==> config.mk <==
export PLATFORM = sky130hd
export DESIGN_NAME = murmur3_32_byte_stream_hash_core
export DESIGN_NICKNAME = d
export VERILOG_FILES = /design/src/rtl/mm3_pkg.sv /design/src/rtl/murmur3_32_byte_stream_hash_core.sv /design/src/rtl/mm3_front.sv /design/src/rtl/mm3_queue.sv /design/src/rtl/mm3_back.sv
export SDC_FILE = /design/constraint.sdc
export NUM_CORES = 2
export LEC_CHECK = 0
export ABC_CLOCK_PERIOD_IN_PS = 14600
export BUFFER_PORTS_ARGS = -buffer_cell sky130_fd_sc_hd__buf_2
export CAP_MARGIN = 20
export CORE_MARGIN = 1.5
export CORE_UTILIZATION = 38
export CTS_CLUSTER_SIZE = 10
export DETAILED_ROUTE_END_ITERATION = 7
export PLACE_DENSITY = 0.63
export SLEW_MARGIN = 30
export SYNTH_ARGS = -nofsm -noshare
export SYNTH_HDL_FRONTEND = slang
export SYNTH_SLANG_ARGS = --single-unit
==> constraint.sdc <==
create_clock -name clk -period 14.6 [get_ports clk]
set_input_delay 1.46 -clock clk [delete_from_list [all_inputs] [get_ports clk]]
set_output_delay 1.46 -clock clk [all_outputs]
set_load 0.05 [all_outputs]
==> src/rtl/mm3_pkg.sv <==
// ----------------------------------------------------------------------------
// mm3_pkg
// Shared constants, queue entry type and back-end state codes for the
// MurmurHash3 x86_32 byte stream core.
// ----------------------------------------------------------------------------
package mm3_pkg;

  localparam logic [31:0] C1 = 32'hcc9e2d51;
  localparam logic [31:0] C2 = 32'h1b873593;
  localparam logic [31:0] CN = 32'he6546b64;
  localparam logic [31:0] F1 = 32'h85ebca6b;
  localparam logic [31:0] F2 = 32'hc2b2ae35;

  // One queue entry: work the back end does for one beat.
  typedef struct packed {
    logic        empty;   // zero-length key: finalize seed alone
    logic        first;   // first work of a key: load hash from seed
    logic        mix;     // full block in word, full round
    logic        fin;     // finalize after this work
    logic        tail;    // partial tail in word, xor in scrambled
    logic [31:0] seed;
    logic [31:0] word;
    logic [31:0] len;
  } cmd_t;

  typedef enum logic [2:0] {
    S_IDLE,
    S_K1,
    S_K2,
    S_MIX,
    S_LEN,
    S_FIN,
    S_F2,
    S_OUT
  } back_state_t;

endpackage

==> src/rtl/murmur3_32_byte_stream_hash_core.sv <==
// ----------------------------------------------------------------------------
// murmur3_32_byte_stream_hash_core
// MurmurHash3 x86_32 over a key streamed one byte per beat.
// ----------------------------------------------------------------------------
// Input channel (in_valid/in_ready): data_byte, last_byte, empty_key. A beat
// with last_byte set ends the key; a beat with empty_key set hashes an empty
// key and drops any key in progress. Output channel (out_valid/out_ready)
// carries one hash_value per finished key. cfg_we/cfg_data load the seed,
// taken at the first byte of the next key (or at an empty-key beat).
// The front packs bytes and queues one entry per full block or key end in a
// two-entry queue; the back end sequences the multiplies, one per cycle.
// Within a key the front takes one byte per cycle while in_ready is high;
// a full block costs the back end a pop, two scramble multiplies and a mix,
// so blocks keep up with bytes. A key end adds the length xor, the finalize
// multiplies and the output step (no scramble or mix for an empty key), which
// sets the rate for short keys. A key-end entry waits behind queued work,
// steps S_K1 to S_F2 (an empty key from S_LEN) and S_OUT raises out_valid.
// Reset clears the seed to zero and drops any key in progress.
// When the receiver stalls the result holds in the output register; the back
// end then waits and the queue fills, after which in_ready drops.
// ----------------------------------------------------------------------------
module murmur3_32_byte_stream_hash_core import mm3_pkg::*; (
  input  logic        clk,
  input  logic        rst,
  input  logic        cfg_we,
  input  logic [31:0] cfg_data,
  input  logic        in_valid,
  output logic        in_ready,
  input  logic [7:0]  data_byte,
  input  logic        last_byte,
  input  logic        empty_key,
  output logic        out_valid,
  input  logic        out_ready,
  output logic [31:0] hash_value
);

  logic [31:0] seed;
  logic        push;
  logic        pop;
  logic        q_full;
  logic        q_valid;
  cmd_t        push_cmd;
  cmd_t        pop_cmd;

  always_ff @(posedge clk) begin
    if (rst) begin
      seed <= '0;
    end else if (cfg_we) begin
      seed <= cfg_data;
    end
  end

  mm3_front u_front (
    .clk       (clk),
    .rst       (rst),
    .seed      (seed),
    .in_valid  (in_valid),
    .in_ready  (in_ready),
    .data_byte (data_byte),
    .last_byte (last_byte),
    .empty_key (empty_key),
    .push      (push),
    .push_cmd  (push_cmd),
    .q_full    (q_full)
  );

  mm3_queue u_queue (
    .clk       (clk),
    .rst       (rst),
    .push      (push),
    .push_cmd  (push_cmd),
    .pop       (pop),
    .pop_cmd   (pop_cmd),
    .full      (q_full),
    .not_empty (q_valid)
  );

  mm3_back u_back (
    .clk        (clk),
    .rst        (rst),
    .q_valid    (q_valid),
    .q_cmd      (pop_cmd),
    .pop        (pop),
    .out_valid  (out_valid),
    .out_ready  (out_ready),
    .hash_value (hash_value)
  );

endmodule

==> src/rtl/mm3_front.sv <==
// ----------------------------------------------------------------------------
// mm3_front
// Accepts key bytes, packs them little-endian into blocks, counts length and
// issues one queue entry per full block, key end or empty key.
// ----------------------------------------------------------------------------
module mm3_front import mm3_pkg::*; (
  input  logic        clk,
  input  logic        rst,
  input  logic [31:0] seed,
  input  logic        in_valid,
  output logic        in_ready,
  input  logic [7:0]  data_byte,
  input  logic        last_byte,
  input  logic        empty_key,
  output logic        push,
  output cmd_t        push_cmd,
  input  logic        q_full
);

  logic        in_key;
  logic        blk_sent;
  logic [1:0]  phase;
  logic [23:0] partial;
  logic [31:0] length;
  logic [31:0] seed_lat;

  logic        accept;
  logic        first;
  logic        blk;
  logic [23:0] part_ins;
  logic [31:0] len_new;

  assign in_ready = !q_full;
  assign accept   = in_valid && in_ready;
  assign first    = !in_key;
  assign blk      = (phase == 2'd3);
  assign len_new  = length + 32'd1;

  always_comb begin
    case (phase)
      2'd0:    part_ins = {16'd0, data_byte};
      2'd1:    part_ins = {8'd0, data_byte, partial[7:0]};
      2'd2:    part_ins = {data_byte, partial[15:0]};
      default: part_ins = partial;
    endcase
  end

  always_comb begin
    push_cmd = '0;
    if (empty_key) begin
      push_cmd.empty = 1'b1;
      push_cmd.seed  = seed;
      push           = accept;
    end else begin
      // first entry of the key loads the hash, even when earlier bytes
      // of the key pushed nothing
      push_cmd.first = !blk_sent;
      push_cmd.seed  = first ? seed : seed_lat;
      push_cmd.mix   = blk;
      push_cmd.fin   = last_byte;
      push_cmd.tail  = last_byte && !blk;
      push_cmd.word  = blk ? {data_byte, partial} : {8'd0, part_ins};
      push_cmd.len   = len_new;
      push           = accept && (blk || last_byte);
    end
  end

  always_ff @(posedge clk) begin
    if (rst) begin
      in_key   <= 1'b0;
      blk_sent <= 1'b0;
      phase    <= 2'd0;
      partial  <= '0;
      length   <= '0;
    end else if (accept) begin
      if (empty_key || last_byte) begin
        in_key   <= 1'b0;
        blk_sent <= 1'b0;
        phase    <= 2'd0;
        partial  <= '0;
        length   <= '0;
      end else begin
        in_key  <= 1'b1;
        if (blk) begin
          blk_sent <= 1'b1;
        end
        phase   <= phase + 2'd1;
        partial <= blk ? 24'd0 : part_ins;
        length  <= len_new;
      end
    end
  end

  always_ff @(posedge clk) begin
    if (accept && !empty_key && first) begin
      seed_lat <= seed;
    end
  end

endmodule

==> src/rtl/mm3_queue.sv <==
// ----------------------------------------------------------------------------
// mm3_queue
// Two-entry queue of work entries between front and back end.
// ----------------------------------------------------------------------------
module mm3_queue import mm3_pkg::*; (
  input  logic clk,
  input  logic rst,
  input  logic push,
  input  cmd_t push_cmd,
  input  logic pop,
  output cmd_t pop_cmd,
  output logic full,
  output logic not_empty
);

  cmd_t       ent [2];
  logic       wr_ptr;
  logic       rd_ptr;
  logic [1:0] count;

  assign full      = (count == 2'd2);
  assign not_empty = (count != 2'd0);
  assign pop_cmd   = ent[rd_ptr];

  always_ff @(posedge clk) begin
    if (rst) begin
      wr_ptr <= 1'b0;
      rd_ptr <= 1'b0;
      count  <= 2'd0;
    end else begin
      if (push) begin
        wr_ptr <= !wr_ptr;
      end
      if (pop) begin
        rd_ptr <= !rd_ptr;
      end
      case ({push, pop})
        2'b10:   count <= count + 2'd1;
        2'b01:   count <= count - 2'd1;
        default: count <= count;
      endcase
    end
  end

  always_ff @(posedge clk) begin
    if (push) begin
      ent[wr_ptr] <= push_cmd;
    end
  end

endmodule

==> src/rtl/mm3_back.sv <==
// ----------------------------------------------------------------------------
// mm3_back
// Sequencer that scrambles blocks, mixes the running hash, and finalizes.
// One multiply per cycle, registered before the next step.
// ----------------------------------------------------------------------------
module mm3_back import mm3_pkg::*; (
  input  logic        clk,
  input  logic        rst,
  input  logic        q_valid,
  input  cmd_t        q_cmd,
  output logic        pop,
  output logic        out_valid,
  input  logic        out_ready,
  output logic [31:0] hash_value
);

  back_state_t state, state_next;
  cmd_t        cur;
  logic [31:0] h;
  logic [31:0] k;
  logic [31:0] hk;
  logic [31:0] hr;
  logic        out_free;

  assign out_free = !out_valid || out_ready;
  assign hk       = h ^ k;
  assign hr       = {hk[18:0], hk[31:19]};

  always_comb begin
    state_next = state;
    pop        = 1'b0;
    case (state)
      S_IDLE: begin
        if (q_valid) begin
          pop = 1'b1;
          if (q_cmd.empty) begin
            state_next = S_LEN;
          end else if (q_cmd.mix || q_cmd.tail) begin
            state_next = S_K1;
          end else begin
            state_next = S_LEN;
          end
        end
      end
      S_K1:  state_next = S_K2;
      S_K2:  state_next = S_MIX;
      S_MIX: state_next = cur.fin ? S_LEN : S_IDLE;
      S_LEN: state_next = S_FIN;
      S_FIN: state_next = S_F2;
      S_F2:  state_next = S_OUT;
      S_OUT: begin
        if (out_free) begin
          state_next = S_IDLE;
        end
      end
      default: state_next = S_IDLE;
    endcase
  end

  always_ff @(posedge clk) begin
    if (rst) begin
      state     <= S_IDLE;
      out_valid <= 1'b0;
    end else begin
      state <= state_next;
      if (state == S_OUT && out_free) begin
        out_valid <= 1'b1;
      end else if (out_ready) begin
        out_valid <= 1'b0;
      end
    end
  end

  // datapath
  always_ff @(posedge clk) begin
    case (state)
      S_IDLE: begin
        if (q_valid) begin
          cur <= q_cmd;
          if (q_cmd.empty || q_cmd.first) begin
            h <= q_cmd.seed;
          end
        end
      end
      S_K1: k <= cur.word * C1;
      S_K2: k <= {k[16:0], k[31:17]} * C2;
      S_MIX: begin
        if (cur.mix) begin
          h <= {hr[29:0], 2'b00} + hr + CN;
        end else begin
          h <= hk;
        end
      end
      S_LEN: h <= h ^ cur.len;
      S_FIN: h <= (h ^ {16'd0, h[31:16]}) * F1;
      S_F2:  h <= (h ^ {13'd0, h[31:13]}) * F2;
      default: ;
    endcase
  end

  always_ff @(posedge clk) begin
    if (state == S_OUT && out_free) begin
      hash_value <= h ^ {16'd0, h[31:16]};
    end
  end

endmodule

; Yosys cells after proc, flatten, opt, wreduce, memory -nomap -nowiden
; Memory sizes are Yosys's and may differ from the RTL's. A register that Yosys moved wholly into a read port is not among the register bits.
; Index checks and enable logic that the tools add are counted.
[word_totals]
ram_bits = 202
output_inout_bits = 34
regBits = 294
memories = 1
[classes]
reduce_logical = 31
n_mul = 4
mux = 35
eq_ne = 16
add_sub_neg = 6
bitwise = 4
[mem_list]
columns = memory, words, width, read_ports, rd_clocked_by_memory_dff, write_ports, line
row1 = u_queue.ent, 2, 101, 1, 1, 1, mm3_queue.sv:16  ; cmd_t ent [2];
[op_table]
columns = op, n
row1 = 32-bit 2-to-1 mux, 7
row2 = 32-bit case mux with 5 select lines, 1
row3 = 24-bit case mux with 3 select lines, 1
row4 = "32-bit by 31-bit multiplier with 32-bit output, second input constant", 2
row5 = 64-bit 2-to-1 mux, 1
row6 = 32-bit case mux with 2 select lines, 1
row7 = 32-bit bitwise XOR, 2
row8 = 24-bit 2-to-1 mux, 2
row9 = "32-bit by 1-bit adder with 32-bit output, second input constant", 1
row10 = 32-bit adder, 1
row11 = "32-bit adder, second input constant", 1
row12 = "32-bit by 29-bit multiplier with 32-bit output, second input constant", 1
row13 = "32-bit by 32-bit multiplier with 32-bit output, second input constant", 1
row14 = 32-bit by 16-bit bitwise XOR with 32-bit output, 1
row15 = 32-bit by 19-bit bitwise XOR with 32-bit output, 1
row16 = 3-bit case mux with 8 select lines, 1
row17 = 3-bit 2-to-1 mux, 5
row18 = 1-bit 2-to-1 mux, 13
row19 = "3-bit == test, second input constant", 4
row20 = 2-bit nonzero test, 5
row21 = "2-bit == test, second input constant", 4
row22 = 1-bit logical NOT, 8
row23 = "3-bit by 2-bit == test with 1-bit output, second input constant", 2
row24 = 1-bit logical AND, 6
row25 = 15 further kinds, 24

; Longest topological paths before layout
[depth]
ltp_word = 7
depth_mapped = 29
ltp_nobuf = 28

; Hierarchy
; Synthesis repeated with hierarchy kept, for this count alone.
[unflattened]
hier_cells = 5305
area_unflattened_um2 = 56736.9
[by_module_without_submodules]
columns = mod, instances, area_each_um2, cells_per_inst
row1 = mm3_back, 1, 42791.0, 4250
row2 = mm3_queue, 1, 7488.4, 336
row3 = mm3_front, 1, 5293.8, 616
row4 = murmur3_32_byte_stream_hash_core, 1, 1163.6, 103

; Least setup slack after synthesis
; Ideal clock, no wire load.
[synth_timing]
path_kind = reg2reg
startpoint = reg u_back.h[20]
endpoint = reg u_back.h[28], data pin
t_required_ps = 14346
slack_ps = 7414
period_less_slack_ps = 7186
n_path_buf = 1
t_arrival_ps = 6932
stages_incl_launch_ff = 27
path_cell_list = edfxtp_1 > clkbuf_1 > xnor2_1 > inv_1 > ha_1 > inv_1 > fa_1 > fa_1 > fa_1 > inv_1 > fa_1 > inv_1 > fa_1 > inv_1 > fa_1 > inv_1 > fa_1 > inv_1 > ha_1 > nand2_1 > nor2_1 > a221oi_1 > a21oi_1 > o41ai_2 > xor2_1 > o221ai_1 > a21o_1
[synth_via]
elab_chain_cells = 5
elab_cells_between_ends = 9
classes_between = add/sub (2) / mul (2) / mux (2) / bitwise (3)
[synth_rtl]
columns = element, line
row1 = "start, declared", mm3_back.sv:19  ; logic [31:0] h;
row2 = "start signal, assigned", mm3_back.sv:81  ; h <= q_cmd.seed;
row3 = "start signal, assigned", mm3_back.sv:89  ; h <= {hr[29:0], 2'b00} + hr + CN;
row4 = "start signal, assigned", mm3_back.sv:91  ; h <= hk;
row5 = 32-bit bitwise XOR, mm3_back.sv:26  ; assign hk = h ^ k;
row6 = 32-bit adder (2 in series), mm3_back.sv:89
row7 = 32-bit 2-to-1 mux, mm3_back.sv:88  ; if (cur.mix) begin
row8 = 32-bit case mux with 5 select lines (*), mm3_back.sv:76  ; case (state)
; Mark *: on every way between the ends. The rest lies on a longest branch, timed or not.
; A chain may end at the register's enable or synchronous reset.

; Worst setup path after layout
[layout_timing]
startpoint = reg u_back.h[26]
endpoint = reg u_back.h[27], data pin
; Same word-level chain as after synthesis.

==> impl_metrics.ini <==
[detailed_routing]
avgViaCountPerCell = 5.03
drt-initial-drc-count = 2579
ant_nets = 0
wirelength_um = 154000
wire_per_inst_um = 21.2
drt-pass1-iter-count = 6
drc = 0
vias = 36600

[finish]
antenna_cells = 0
drive_gt1_frac = 0.0639
multi_input_area_um2 = 37000
area_growth_pct = 8.45
postLayoutCellArea_um2 = 60900
register_area_um2 = 13900
final_cells = 7288
fillers = 14100
finalNetCount = 6899

[synth]
synthFlopType = edfxtp_1
ys_seq_area_frac = 0.248
synth-async-reset-ratio = 0
yosysWarnings = 0
yosys.cell_types.count = 79
synth-edff-count = 396
synth_fp_nets = 6836
synth-seq-cells = 497
syn_area_um2 = 56200
synth_cells = 5257
synth_area_per_cell_um2 = 10.7

[critical_path]
regToRegSetupSlack_ns = 6.23
critPathRequiredTime_ns = 14.96
worstSetupPathType = flop to flop
cp-start-kind = flop
end_kind = flop
r2r_cells = 24
r2r_end = u_back.h[27]
worst-path-max-fanout = 8
worstPathArrival_ns = 8.73
reg2reg_from = u_back.h[26]

[placement]
hpwl_um = 127000
place_area_um2 = 58900
gp_congestion = 0.983
placed_cells_incl_taps = 7173
io_buffer_count = 80

[sta]
skew_ns = 0.0654
min_period_ns = 8.37
setup-tns-final_ns = 0
max_slew_margin = 0.327
worst_pin_slew_ns = 1.00
setup_viol = 0
rsz0062_at_grt = no
post-route-period-util = 0.573
max_freq_mhz = 119
hold_viol = 0
drv_slew = 0

[clock_network]
cts_resized = 0
clk_pin_slew_worst_paths_ns = 0.06
cts_tree = built
cts_made_buffers = 60
h-tree-depth = 2
cts_hold_buffers = 0
postCtsSetupBuffers = 0
clockBufferDepth = 3
cts-root-buf = clkbuf_16
clock-sinks = 497
clk-insertion-delay-late_ns = 0.69

[floorplan]
ios = 81
die-area_um2 = 150000
die_h_um = 387
core_um2 = 146000
placementRows = 140
dieWidth_um = 387
start_util = 0.384

[grt]
overflow = 0
grt_pass1_vias = 39000
grt_max_degree = 74
grtUsageTotal = 0.209
antenna_found_initial = 1
grt_pass1_wl_um = 238000

[min_path]
hp-class = flop to flop
min_from = seed[1]
holdPathStages = 0
whs_endpoint = u_front.seed_lat[1]

[flow_run]
drv_cap = 0

[run_status]
outcome = finished clean
==> worst max path at each step <==
stage / from / end / cells after the start
finish: u_back.h[26] / u_back.h[27] / 24
global route: u_back.h[26] / u_back.h[27] / 24
CTS: u_back.h[26] / u_back.h[27] / 24
detailed placement: u_back.h[26] / u_back.h[27] / 24
global placement: u_back.h[26] / u_back.h[27] / 24
floorplan: u_back.h[20] / u_back.h[28] / 26
==> placed cells by master, fill, tap and decap left out, types with 26 or more instances in the layout <==
cell type / Yosys / layout
inv_1: 1305 / 1305
ha_1: 800 / 800
fa_1: 732 / 732
edfxtp_1: 396 / 396
nor2_1: 257 / 254
xnor2_1: 241 / 239
nand2_1: 146 / 146
a21oi_1: 131 / 131
o21ai_0: 124 / 123
xor2_1: 116 / 109
mux2_2: 100 / 100
dfxtp_1: 101 / 100
buf_2: 5 / 79
mux2i_1: 74 / 74
a21o_1: 62 / 62
clkbuf_16: 0 / 62
a22oi_1: 59 / 59
buf_4: 3 / 48
clkbuf_1: 103 / 41
nor3_1: 35 / 34
o22ai_1: 34 / 34
nand3_1: 32 / 32
o211ai_1: 29 / 29
a211oi_1: 26 / 26
==> final cells by class <==
class | instances | area share
well taps | 1917 | 0.0394
repair buffers | 131 | 0.0136
inverters | 1305 | 0.0804
clock buffers | 106 | 0.0287
clock inverters | 7 | 0.00251
multi-input cells | 3325 | 0.607
flip-flops and latches | 497 | 0.229
==> cells in the mapped netlist (8+ instances only) <==
| cell type | instances | area (µm²) |
|---|---|---|
| nor2b_1 | 28 | 175 |
| a31oi_1 | 15 | 93.8 |
| a22o_1 | 8 | 70.1 |
| and3_1 | 22 | 138 |
| nor2_1 | 257 | 965 |
| o21bai_1 | 12 | 90.1 |
| nor4_1 | 8 | 50.1 |
| fa_1 | 732 | 14700 |
| mux2i_1 | 74 | 741 |
| a211oi_1 | 26 | 195 |
| ha_1 | 800 | 10000 |
| nand2b_1 | 21 | 131 |
| a22oi_1 | 59 | 443 |
| o31ai_1 | 9 | 67.6 |
| a221oi_1 | 16 | 140 |
| a21o_1 | 62 | 465 |
| and2_1 | 26 | 163 |
| o21ai_0 | 124 | 621 |
| o221ai_1 | 16 | 140 |
| o21a_1 | 22 | 165 |
| mux2_2 | 100 | 1130 |
| xnor2_1 | 241 | 2110 |
| o22ai_1 | 34 | 213 |
| buf_1 | 19 | 71.3 |
| xor2_1 | 116 | 1020 |
| inv_1 | 1305 | 4900 |
| nand3_1 | 32 | 160 |
| or3_1 | 13 | 81.3 |
| nand2_1 | 146 | 548 |
| a211o_1 | 10 | 87.6 |
| dfxtp_1 | 101 | 2020 |
| nor3_1 | 35 | 175 |
| o211ai_1 | 29 | 218 |
| clkbuf_1 | 103 | 387 |
| a21oi_1 | 131 | 656 |
| edfxtp_1 | 396 | 11900 |
==> kinds of logic after synthesis <==
kind of cell | synth area share
compound gates | 0.0762
xor+xnor | 0.0561
fa+ha+maj | 0.439
buf+inv | 0.0962
flops | 0.248
mux | 0.0332
simple gates | 0.0512
==> metal layers <==
metal	vias to the layer above	wire length, µm	GRT usage
met1	18200	67800	0.284
met5	-	11	0
met4	2	5230	0.0637
li1	17200	-	-
met3	230	9130	0.0297
met2	1017	72100	0.345
==> state kept, by name, indices dropped and copies added (netlist names), 2 cells and up, named ones only <==
signal	flops
u_back.hash_value	32
u_queue.ent	202
u_queue.count	2
u_front.partial	24
seed	32
u_back.cur	66
u_back.state	3
u_front.length	32
u_back.k	32
u_front.phase	2
u_front.seed_lat	32
u_back.h	32
==> through the flow <==
| stage | util | hold WS, ns | worst slack [ns] |
|---|---|---|---|
| 4_1_cts | 0.416 | 0.445 | 6.33 |
| 2_1_floorplan | - | 0.424 | 7.41 |
| 5_1_grt | 0.417 | 0.463 | 5.97 |
| 6_report | 0.417 | 0.441 | 6.23 |
| 3_3_place_gp | 0.403 | 0.442 | 6.46 |
| 3_5_place_dp | 0.403 | 0.443 | 6.37 |
==> critical path, stage by stage, from the launching register on <==
cell and delay (ns):
edfxtp_1 0.68, xnor2_1 0.87, inv_1 0.33, ha_1 0.42, fa_1 0.52, inv_1 0.06
fa_1 0.58, fa_1 0.47, fa_1 0.54, inv_1 0.05, fa_1 0.45, fa_1 0.53
inv_1 0.07, fa_1 0.48, inv_1 0.05, ha_1 0.35, a21o_1 0.19, a21oi_1 0.25
nand2_1 0.09, a211oi_1 0.28, nor2b_1 0.09, a21oi_1 0.19, xnor2_1 0.10, a221oi_1 0.27
o221ai_1 0.18
Power is not shown: default switching activity piles up to over one toggle a cycle in this logic, so the estimate is an artifact.
